### src/rtl/core/crc8cf_pkg.sv
// crc8cf_pkg: shared types, constants and the crc-8 byte update for the
// command framer. Depends on nothing; used by crc8_command_framer_unit.

package crc8cf_pkg;

  // frame layout constants
  localparam logic [7:0] FrameHeader   = 8'h5A;
  localparam logic [7:0] FrameOverhead = 8'd6;
  localparam logic [7:0] MaxPayload    = 8'd249;
  localparam logic [7:0] ReservedByte  = 8'h00;
  localparam logic [7:0] CrcPoly       = 8'h8C;
  localparam logic [7:0] DeviceIdReset = 8'h01;

  // next byte of the frame to send for the held item
  typedef enum logic [2:0] {
    PH_HDR,
    PH_LEN,
    PH_DEV,
    PH_CMD,
    PH_DATA,
    PH_RSV,
    PH_CRC
  } phase_e;

  // reflected crc-8 over one byte, lsb first
  function automatic logic [7:0] crc8_update(input logic [7:0] crc, input logic [7:0] b);
    logic [7:0] c;
    c = crc ^ b;
    for (int i = 0; i < 8; i++) begin
      if (c[0]) begin
        c = (c >> 1) ^ CrcPoly;
      end else begin
        c = c >> 1;
      end
    end
    return c;
  endfunction

endpackage

### src/rtl/core/crc8_command_framer_unit.sv
// crc8_command_framer_unit: builds command frames with a trailing crc-8.
// Depends on crc8cf_pkg for the phase type, frame constants and crc update.
//
//  channel   | handshake                 | beat contents
//  ----------+---------------------------+-----------------------------------
//  config    | device_id_we_i            | device_id_i
//  input     | in_valid_i / in_ready_o   | command_i, payload_len_i, data_byte_i
//  output    | out_valid_o / out_ready_i | frame_byte_o, frame_end_o
//
// One output byte leaves per cycle while an item is held and the output is not
// stalled; a frame-start item emits 5 bytes (6 for a zero-length frame, 7 for a
// one-byte frame), a payload item 1 byte and the item with the last payload byte 3 bytes.
// The single byte emitter between the input holding register and the output
// register sets this; the next item is taken in the cycle its predecessor's
// last byte is emitted. Reset clears the framer to idle with device id 1.
// A stalled output holds its byte and the emitter waits behind it.

module crc8_command_framer_unit (
  input  logic       clk_i,
  input  logic       rst_ni,
  input  logic       device_id_we_i,
  input  logic [7:0] device_id_i,
  input  logic       in_valid_i,
  output logic       in_ready_o,
  input  logic [7:0] command_i,
  input  logic [7:0] payload_len_i,
  input  logic [7:0] data_byte_i,
  output logic       out_valid_o,
  input  logic       out_ready_i,
  output logic [7:0] frame_byte_o,
  output logic       frame_end_o
);

  logic [7:0]          device_id_q;
  logic                hold_valid_q;
  logic [7:0]          cmd_q;
  logic [7:0]          plen_q;
  logic [7:0]          data_q;
  crc8cf_pkg::phase_e  phase_q, phase_d;
  logic [7:0]          crc_q, crc_d;
  logic [7:0]          remain_q, remain_d;
  logic                out_valid_q;
  logic [7:0]          out_byte_q;
  logic                out_end_q;

  logic       in_fire;
  logic       emit;
  logic       item_done;
  logic       last_byte;
  logic [7:0] emit_byte;
  logic       emit_end;
  logic [7:0] plen_sat;

  // config register
  always_ff @(posedge clk_i or negedge rst_ni) begin
    if (!rst_ni) begin
      device_id_q <= crc8cf_pkg::DeviceIdReset;
    end else if (device_id_we_i) begin
      device_id_q <= device_id_i;
    end
  end

  // handshake control
  assign emit       = hold_valid_q && (!out_valid_q || out_ready_i);
  assign item_done  = emit && last_byte;
  assign in_ready_o = !hold_valid_q || item_done;
  assign in_fire    = in_valid_i && in_ready_o;

  // input holding register
  always_ff @(posedge clk_i or negedge rst_ni) begin
    if (!rst_ni) begin
      hold_valid_q <= 1'b0;
    end else if (in_fire) begin
      hold_valid_q <= 1'b1;
    end else if (item_done) begin
      hold_valid_q <= 1'b0;
    end
  end

  always_ff @(posedge clk_i) begin
    if (in_fire) begin
      cmd_q  <= command_i;
      plen_q <= payload_len_i;
      data_q <= data_byte_i;
    end
  end

  // saturated payload length
  assign plen_sat = (plen_q > crc8cf_pkg::MaxPayload) ? crc8cf_pkg::MaxPayload : plen_q;

  // byte selection and next state of the emitter
  always_comb begin
    emit_byte = crc8cf_pkg::ReservedByte;
    emit_end  = 1'b0;
    last_byte = 1'b0;
    phase_d   = phase_q;
    remain_d  = remain_q;
    case (phase_q)
      crc8cf_pkg::PH_HDR: begin
        emit_byte = crc8cf_pkg::FrameHeader;
        phase_d   = crc8cf_pkg::PH_LEN;
      end
      crc8cf_pkg::PH_LEN: begin
        emit_byte = plen_sat + crc8cf_pkg::FrameOverhead;
        phase_d   = crc8cf_pkg::PH_DEV;
      end
      crc8cf_pkg::PH_DEV: begin
        emit_byte = device_id_q;
        phase_d   = crc8cf_pkg::PH_CMD;
      end
      crc8cf_pkg::PH_CMD: begin
        emit_byte = cmd_q;
        remain_d  = plen_sat;
        phase_d   = (plen_sat == 8'd0) ? crc8cf_pkg::PH_RSV : crc8cf_pkg::PH_DATA;
      end
      crc8cf_pkg::PH_DATA: begin
        emit_byte = data_q;
        remain_d  = remain_q - 8'd1;
        if (remain_d == 8'd0) begin
          phase_d = crc8cf_pkg::PH_RSV;
        end else begin
          last_byte = 1'b1;
          phase_d   = crc8cf_pkg::PH_DATA;
        end
      end
      crc8cf_pkg::PH_RSV: begin
        emit_byte = crc8cf_pkg::ReservedByte;
        phase_d   = crc8cf_pkg::PH_CRC;
      end
      crc8cf_pkg::PH_CRC: begin
        emit_byte = crc_q;
        emit_end  = 1'b1;
        last_byte = 1'b1;
        remain_d  = 8'd0;
        phase_d   = crc8cf_pkg::PH_HDR;
      end
      default: begin
        phase_d = crc8cf_pkg::PH_HDR;
      end
    endcase
  end

  // running crc, cleared once the crc byte goes out
  assign crc_d = emit_end ? 8'd0 : crc8cf_pkg::crc8_update(crc_q, emit_byte);

  // emitter state
  always_ff @(posedge clk_i or negedge rst_ni) begin
    if (!rst_ni) begin
      phase_q  <= crc8cf_pkg::PH_HDR;
      crc_q    <= 8'd0;
      remain_q <= 8'd0;
    end else if (emit) begin
      phase_q  <= phase_d;
      crc_q    <= crc_d;
      remain_q <= remain_d;
    end
  end

  // output register
  always_ff @(posedge clk_i or negedge rst_ni) begin
    if (!rst_ni) begin
      out_valid_q <= 1'b0;
    end else if (emit) begin
      out_valid_q <= 1'b1;
    end else if (out_ready_i) begin
      out_valid_q <= 1'b0;
    end
  end

  always_ff @(posedge clk_i) begin
    if (emit) begin
      out_byte_q <= emit_byte;
      out_end_q  <= emit_end;
    end
  end

  assign out_valid_o  = out_valid_q;
  assign frame_byte_o = out_byte_q;
  assign frame_end_o  = out_end_q;

`ifndef ASSERT_OFF
  // with no item held the emitter sits at a frame or payload boundary
  a_idle_boundary: assert property (@(posedge clk_i) disable iff (!rst_ni)
    !hold_valid_q |-> (phase_q == crc8cf_pkg::PH_HDR || phase_q == crc8cf_pkg::PH_DATA))
    else $error("emitter left mid-item without a held item");

  // a frame starts from a clean crc and no pending payload
  a_start_clean: assert property (@(posedge clk_i) disable iff (!rst_ni)
    phase_q == crc8cf_pkg::PH_HDR |-> (crc_q == 8'd0 && remain_q == 8'd0))
    else $error("frame start with stale crc or byte count");

  // payload count never exceeds the saturated maximum
  a_remain_range: assert property (@(posedge clk_i) disable iff (!rst_ni)
    remain_q <= crc8cf_pkg::MaxPayload)
    else $error("remaining payload count out of range");

  // the crc byte always completes the held item
  a_crc_done: assert property (@(posedge clk_i) disable iff (!rst_ni)
    (emit && phase_q == crc8cf_pkg::PH_CRC) |=> (phase_q == crc8cf_pkg::PH_HDR))
    else $error("frame did not close after crc byte");
`endif

endmodule

### config.mk
export PLATFORM = sky130hd
export DESIGN_NAME = crc8_command_framer_unit
export DESIGN_NICKNAME = d
export VERILOG_FILES = /design/src/rtl/core/crc8cf_pkg.sv /design/src/rtl/core/crc8_command_framer_unit.sv
export SDC_FILE = /design/constraint.sdc
export NUM_CORES = 1
export LEC_CHECK = 0
export ABC_AREA = 1
export BUFFER_PORTS_ARGS = -buffer_cell sky130_fd_sc_hd__buf_2
export CAP_MARGIN = 20
export CORE_MARGIN = 2
export CORE_UTILIZATION = 60
export DETAILED_ROUTE_END_ITERATION = 16
export PLACE_DENSITY = 0.8
export RECOVER_POWER = 25
export SYNTH_ARGS = -nofsm -noshare
export SYNTH_HDL_FRONTEND = slang
export SYNTH_SLANG_ARGS = --single-unit
### constraint.sdc
create_clock -name clk_i -period 5.18 [get_ports clk_i]
set_input_delay 1.036 -clock clk_i [delete_from_list [all_inputs] [get_ports clk_i]]
set_output_delay 1.036 -clock clk_i [all_outputs]
set_load 0.005 [all_outputs]
==> flow_summary_export.csv, run 1 <==
group,metric,value,unit
sta,hold_ws,496,ps
power,p_seq_share,30.2,%
clock_network,cts_max_path_buffers,2,
worst_setup_path,startpoint_type,"input pin",
worst_setup_path,slowest_stage,"inv_1",
routing,drc_errors,0,
power,p_sw,1.30,mW
grt,grt_pass1_wl,12600,um
cells_and_area,syn2layout_area_growth,14.0,%
worst_setup_path,path_cells,"buf_2 -> inv_1 -> nand2_1 -> nand2_1 -> inv_1 -> nand3_1 -> nand2_1 -> buf_2",
worst_setup_path,cp_slowest_stage_delay,630,ps
cells_and_area,antenna_cells,0,
routing,drt_wl_total,7380,um
power,combPwrFrac,55.0,%
min_path,worstHoldPathType,"flip-flop to flip-flop",
sta,period_share,68.5,%
floorplanning,core-area,0.00554,mm2
floorplanning,fp.dieW,79.9,um
routing,drtIter0Drc,238,
floorplanning,io_pins,48,
status,violations,"capacitance limit, slew limit",
synthesis,yosysTopAreaCell,"edfxtp_1",
power,switching_share,46.7,%
routing,drtPass1Iterations,5,
clock_network,post_cts_buffers,0,
worst_setup_path,critPathMaxFanout,23,
grt,grtUsageMet1,34.2,%
grt,grt_util_met3,6.33,%
synthesis,syn_avg_cell_area,8.91,um2
placement,place_inst,502,
worst_setup_path,critPathKind,"input pin to output pin",
synthesis,ys_seq_area_share,49.7,%
power,power.density,705,mW/mm2
power,p_clk_share,14.7,%
synthesis,yosys-top-cells-count,"104 x nand2_1, 42 x nand3_1, 36 x inv_1",
sta,hold_violations,0,
clock_network,clock_sinks,62,
worst_setup_path,cp.required,4140,ps
clock_network,cts_tree,"yes",
sta,fin_crit,3550,ps
synthesis,synthTopCellsByArea,"edfxtp_1 29%, dfrtp_1 20%, nand2_1 11%",
routing,via_count,2853,
clock_network,cts_hold_buf,0,
cells_and_area,final_area,0.00394,mm2
cells_and_area,layout.nets,481,
synthesis,synth_nets,428,
routing,wl_per_cell,14.3,um
clock_network,cts-resized-gates,0,
sta,timing.fmax,282,MHz
clock_network,cts_buffers,9,
sta,drv_slew,30,
clock_network,cts_root_buf,"clkbuf_8",
routing,viasPerCell,5.51,
placement,placed_area,0.00376,mm2
placement,globalplace.congestion,0.898,
synthesis,synth.most_common_cell,"nand2_1",
placement,portBuffers,47,
grt,antenna_found_initial,0,
sta,relSlewSlack,-11.0,%
synthesis,synthCells,388,
cells_and_area,fillers,447,
grt,grt_usage,26.3,%
sta,clock_skew,4.60,ps
worst_setup_path,cp_num_buf_inv,4,
floorplanning,rows,27,
synthesis,synth-main-ff-cell,"edfxtp_1",
clock_network,clock_latency,340,ps
routing,drtAntennaViolNets,0,
sta,setup-tns-final,0,ps
cells_and_area,instances_no_fill,518,
power,power_leakage,1.83,nW
synthesis,syn_area,0.00346,mm2
placement,hpwl,5560,um
floorplanning,start_util,62.4,%
synthesis,synth_top_cell_area_share,28.7,%
synthesis,async_reset_ff_share,46.8,%
clock_network,htree_levels,3,
floorplanning,die_y,79.9,um
clock_network,path_clk_slew,70,ps
worst_setup_path,cp_data_arrival_time,2510,ps
run,drv_cap,1,
worst_setup_path,critical-path-top-delay-family,"buffers and inverters",
synthesis,yosysUniqueCellTypes,40,
grt,top_usage_layer,"met2",
synthesis,synth_seq_cells,62,
power,p_int,1.48,mW
status,outcome,"finished with violations",
grt,grt_max_degree,30,
sta,worst_slew_pin_slew,1660,ps
worst_setup_path,cp_common_cell,"nand2_1",
synthesis,yosysWarnings,0,
grt,grtUsageMet2,42.9,%
sta,setup_viol,0,
sta,rsz0062_at_grt,"false",
power,ir_drop,0.000413,V
synthesis,synth_edf_count,33,
worst_setup_path,end_kind,"output pin",
cells_and_area,drive_gt1_share,26.0,%
grt,grt_overflow,0,
floorplanning,dieArea,0.00639,mm2
grt,grt_pass1_vias,2686,
==> routing by layer <==
| metal | vias up | wire length [um] |
|---|---|---|
| met4 | 0 | 140 |
| met3 | 16 | 517 |
| met5 | - | 0 |
| met2 | 113 | 3610 |
| met1 | 1322 | 3110 |
| li1 | 1402 | - |
==> worst min-delay path: stages, from the launching register on <==
cell     delay [ps]
dfrtp_1         350
nand2_1          50
o21ai_1          60
==> power by group through the flow <==
stage	Sequential, mW	Combinational (mW)	Clock [mW]
global placement	0.840	1.45	0
CTS	0.838	1.52	0.415
finish	0.840	1.53	0.410
floorplan	0.797	1.24	0
global route	0.861	1.72	0.435
detailed placement	0.845	1.51	0
==> sequential cells by signal, summed over array words and instances (netlist names), 3 cells and up <==
name	count
cmd_q	8
plen_q	8
remain_q	8
frame_byte_o	8
phase_q	3
data_q	8
device_id_q	8
crc_q	8
==> path summary, 6_finish.rpt <==
check                                  from        endpoint  slack [ps]  cells past startpoint
worst max-delay path            out_ready_i      in_ready_o        1630                      8
worst min-delay path               crc_q[5]        crc_q[5]         500                      2
worst max register to register    plen_q[5]        crc_q[1]        2630                     17
worst min register to register     crc_q[5]        crc_q[5]         500                      2
max in group asynchronous            rst_ni  device_id_q[6]        3100                      1
min in group asynchronous            rst_ni     remain_q[3]        1110                      1
==> cell type report <==
| type | instances | area [um2] | area share [%] |
|---|---|---|---|
| Sequential cell | 62 | 1720 | 43.6 |
| Multi-Input combinational cell | 277 | 1540 | 39.1 |
| Tap cell | 72 | 90.1 | 2.28 |
| Clock buffer | 9 | 124 | 3.14 |
| Timing Repair Buffer | 49 | 248 | 6.28 |
| Clock inverter | 7 | 65.1 | 1.65 |
| Inverter | 42 | 158 | 4.00 |
==> cells in the final DEF (no fill, tap or decap), types with 4 or more instances in the layout <==
cell type,synthesis,layout
nand2_2,15,15
nand4_1,4,4
xnor2_1,4,4
nor2_2,6,6
inv_1,36,36
mux2_2,7,7
nand2_1,104,104
nor2_1,21,21
clkbuf_8,0,9
inv_2,6,6
xor2_1,5,5
a31oi_1,5,5
o21ai_0,18,18
edfxtp_1,33,33
dfrtp_1,28,28
buf_2,1,45
o22ai_1,4,4
nand3_1,42,42
nand3_2,4,4
o21ai_1,8,8
==> metrics by stage <==
step                      worst slack, ps  utilization [%]  total power [mW]
after floorplan                      1940                -              2.04
after global placement               1690             67.8              2.29
after detailed placement             1620             67.8              2.36
after CTS                            1610             71.2              2.77
after global routing                 1440             71.2              3.02
final                                1630             71.2              2.78
==> cells by family after synthesis <==
kind of cell             count (synthesis)  synth area share [%]
buffers and inverters                   49                  5.90
AND/OR/NAND/NOR                        211                  29.6
AO/OA/AOI/OAI                           44                  7.60
flip-flops                              62                  49.7
XOR/XNOR                                12                  3.91
adder cells (fa/ha/maj)                  3                  1.09
multiplexers                             7                  2.28
Note: power is estimated with default switching activity, not from simulation.
==> run 2: changes to the inputs <==
--- a/config.mk
+++ b/config.mk
@@ -9,9 +9,9 @@
 export BUFFER_PORTS_ARGS = -buffer_cell sky130_fd_sc_hd__buf_2
 export CAP_MARGIN = 20
 export CORE_MARGIN = 2
-export CORE_UTILIZATION = 60
+export CORE_UTILIZATION = 52
 export DETAILED_ROUTE_END_ITERATION = 16
-export PLACE_DENSITY = 0.8
+export PLACE_DENSITY = 0.73
 export RECOVER_POWER = 25
 export SYNTH_ARGS = -nofsm -noshare
 export SYNTH_HDL_FRONTEND = slang
==> constraint.sdc (replaced) <==
create_clock -name clk_i -period 3.1 [get_ports clk_i]
set_input_delay 0.62 -clock clk_i [delete_from_list [all_inputs] [get_ports clk_i]]
set_output_delay 0.62 -clock clk_i [all_outputs]
set_load 0.005 [all_outputs]
==> run 2 against run 1 <==
Compared with the run above: the flow still finishes with violations (capacitance limit, slew limit); final cell count increased by 1.4%; sequential power rose by 67%; sequential share of layout area fell by 0.36 points; register-to-register slack worse by 2000 ps; total power increased by 68%; combinational power is 67% higher; setup slack worse by 1400 ps; critical path depth is 5 higher; design area grew 0.83%; sequential cell count unchanged; worst hold slack got worse by 57 ps; first-iteration DRC count decreased by 40%; critical path type is now flip-flop to output pin; highest routed layer unchanged.
==> flow_summary_export.csv, run 2 (same netlist as run 1, synthesis figures left out) <==
group,metric,value,unit
placement,portBuffers,47,
cells_and_area,final_area,0.00398,mm2
routing,drc_errors,0,
floorplanning,rows,29,
floorplanning,io_pins,48,
clock_network,clock_latency,350,ps
clock_network,cts_max_path_buffers,2,
power,ir_drop,0.00101,V
power,power.density,1180,mW/mm2
grt,grt_overflow,0,
placement,globalplace.congestion,0.862,
cells_and_area,layout.nets,483,
sta,period_share,91.2,%
placement,hpwl,5590,um
floorplanning,die_y,85.6,um
grt,grt_pass1_vias,2713,
routing,wl_per_cell,14.5,um
routing,drtPass1Iterations,5,
placement,place_inst,509,
min_path,worstHoldPathType,"input pin to flip-flop",
routing,drtIter0Drc,142,
sta,worst_slew_pin_slew,1650,ps
placement,placed_area,0.00378,mm2
routing,viasPerCell,5.38,
floorplanning,fp.dieW,85.6,um
clock_network,cts_hold_buf,0,
sta,relSlewSlack,-9.75,%
clock_network,path_clk_slew,70,ps
grt,grt_max_degree,30,
min_path,min_from,"command_i[0]",
clock_network,clock_sinks,62,
routing,drtAntennaViolNets,0,
floorplanning,start_util,54.2,%
sta,timing.fmax,354,MHz
sta,hold_violations,0,
sta,fin_crit,2830,ps
routing,via_count,2825,
sta,setup-tns-final,0,ps
worst_setup_path,critPathLaunch,"remain_q[0]",
grt,grt_usage,23.1,%
worst_setup_path,regToRegStartpoint,"plen_q[1]",
cells_and_area,antenna_cells,0,
cells_and_area,syn2layout_area_growth,14.9,%
worst_setup_path,critPathMaxFanout,3,
run,drv_cap,1,
status,violations,"capacitance limit, slew limit",
worst_setup_path,end_kind,"output pin",
power,power_leakage,1.85,nW
sta,drv_slew,30,
worst_setup_path,critPathKind,"flip-flop to output pin",
worst_setup_path,startpoint_type,"flip-flop",
status,outcome,"finished with violations",
grt,grt_pass1_wl,13000,um
grt,antenna_found_initial,0,
worst_setup_path,slowest_stage,"dfrtp_1",
clock_network,cts_buffers,9,
clock_network,htree_levels,3,
worst_setup_path,cp_data_arrival_time,2210,ps
floorplanning,dieArea,0.00732,mm2
clock_network,cts_tree,"yes",
cells_and_area,instances_no_fill,525,
cells_and_area,drive_gt1_share,27.0,%
worst_setup_path,cp_slowest_stage_delay,400,ps
worst_setup_path,path_cells,"inv_1 -> ha_1 -> nand2_1 -> nor2_2 -> nand3_1 -> xnor2_1 -> nor2_1 -> nand3_1 -> nor2_1 -> nand2_1 -> nand3_1 -> nand2_1 -> buf_2",
cells_and_area,layout_commonest_cell,"nand2_1",
cells_and_area,final_cell_mix,"104 x nand2_1, 45 x buf_2, 42 x nand3_1",
sta,clock_skew,6.80,ps
routing,drt_wl_total,7590,um
floorplanning,core-area,0.00639,mm2
sta,rsz0062_at_grt,"false",
cells_and_area,finish.utilization,62.2,%
worst_setup_path,cp.required,2480,ps
sta,setup_viol,0,
clock_network,cts_root_buf,"clkbuf_8",
[run 2: final cells by class]
cell class                      instances  area [um2]
Multi-Input combinational cell        277        1540
Clock inverter                          7        73.8
Inverter                               42         158
Timing Repair Buffer                   51         263
Tap cell                               77        96.3
Clock buffer                            9         124
Fill cell                             544        2410
Sequential cell                        62        1720
[run 2: worst max-delay path: cells and delay by family (launching register included)]
kind,cells,cell delay [ps]
XOR/XNOR,1,150
adder cells (fa/ha/maj),1,180
buffers and inverters,2,230
flip-flops,1,400
AND/OR/NAND/NOR,9,880
[run 2: per-layer routing]
| metal | wire [um] | track usage (%) |
|---|---|---|
| met2 | 3540 | 37.1 |
| met3 | 548 | 5.20 |
| met5 | 0 | 0 |
| met1 | 3350 | 30.8 |
| met4 | 155 | 8.95 |
[run 2: power breakdown]
part           total, mW  internal (mW)  switching [mW]
sequential          1.40           1.17           0.224
combinational       2.56          0.947            1.61
clock              0.717          0.373           0.344
total               4.67           2.49            2.18
[run 2: final timing paths]
kind                                to  cells after the start  slack [ps]
max in group asynchronous     crc_q[2]                      1        1460
max reg2reg                   crc_q[2]                     19         600
min in group asynchronous  remain_q[1]                      1         680
min                           cmd_q[0]                      1         440
max                         in_ready_o                     13         270
min reg2reg                   crc_q[5]                      2         510
[run 2: per-stage QoR]
step | worst slack (ps) | hold slack (ps) | total power [mW]
2_1_floorplan | 86.0 | 324 | 3.40
3_3_place_gp | 682 | 479 | 3.86
3_5_place_dp | 624 | 496 | 3.95
4_1_cts | 243 | 328 | 4.67
5_1_grt | 27.2 | 429 | 5.08
6_report | 274 | 439 | 4.67
[run 2: what timing repair did]
| action | CTS | global route |
|---|---|---|
| setup endpoints to repair | 0 | 1 |
| gates resized for setup | 0 | 1 |
| buffers inserted | 0 | 0 |
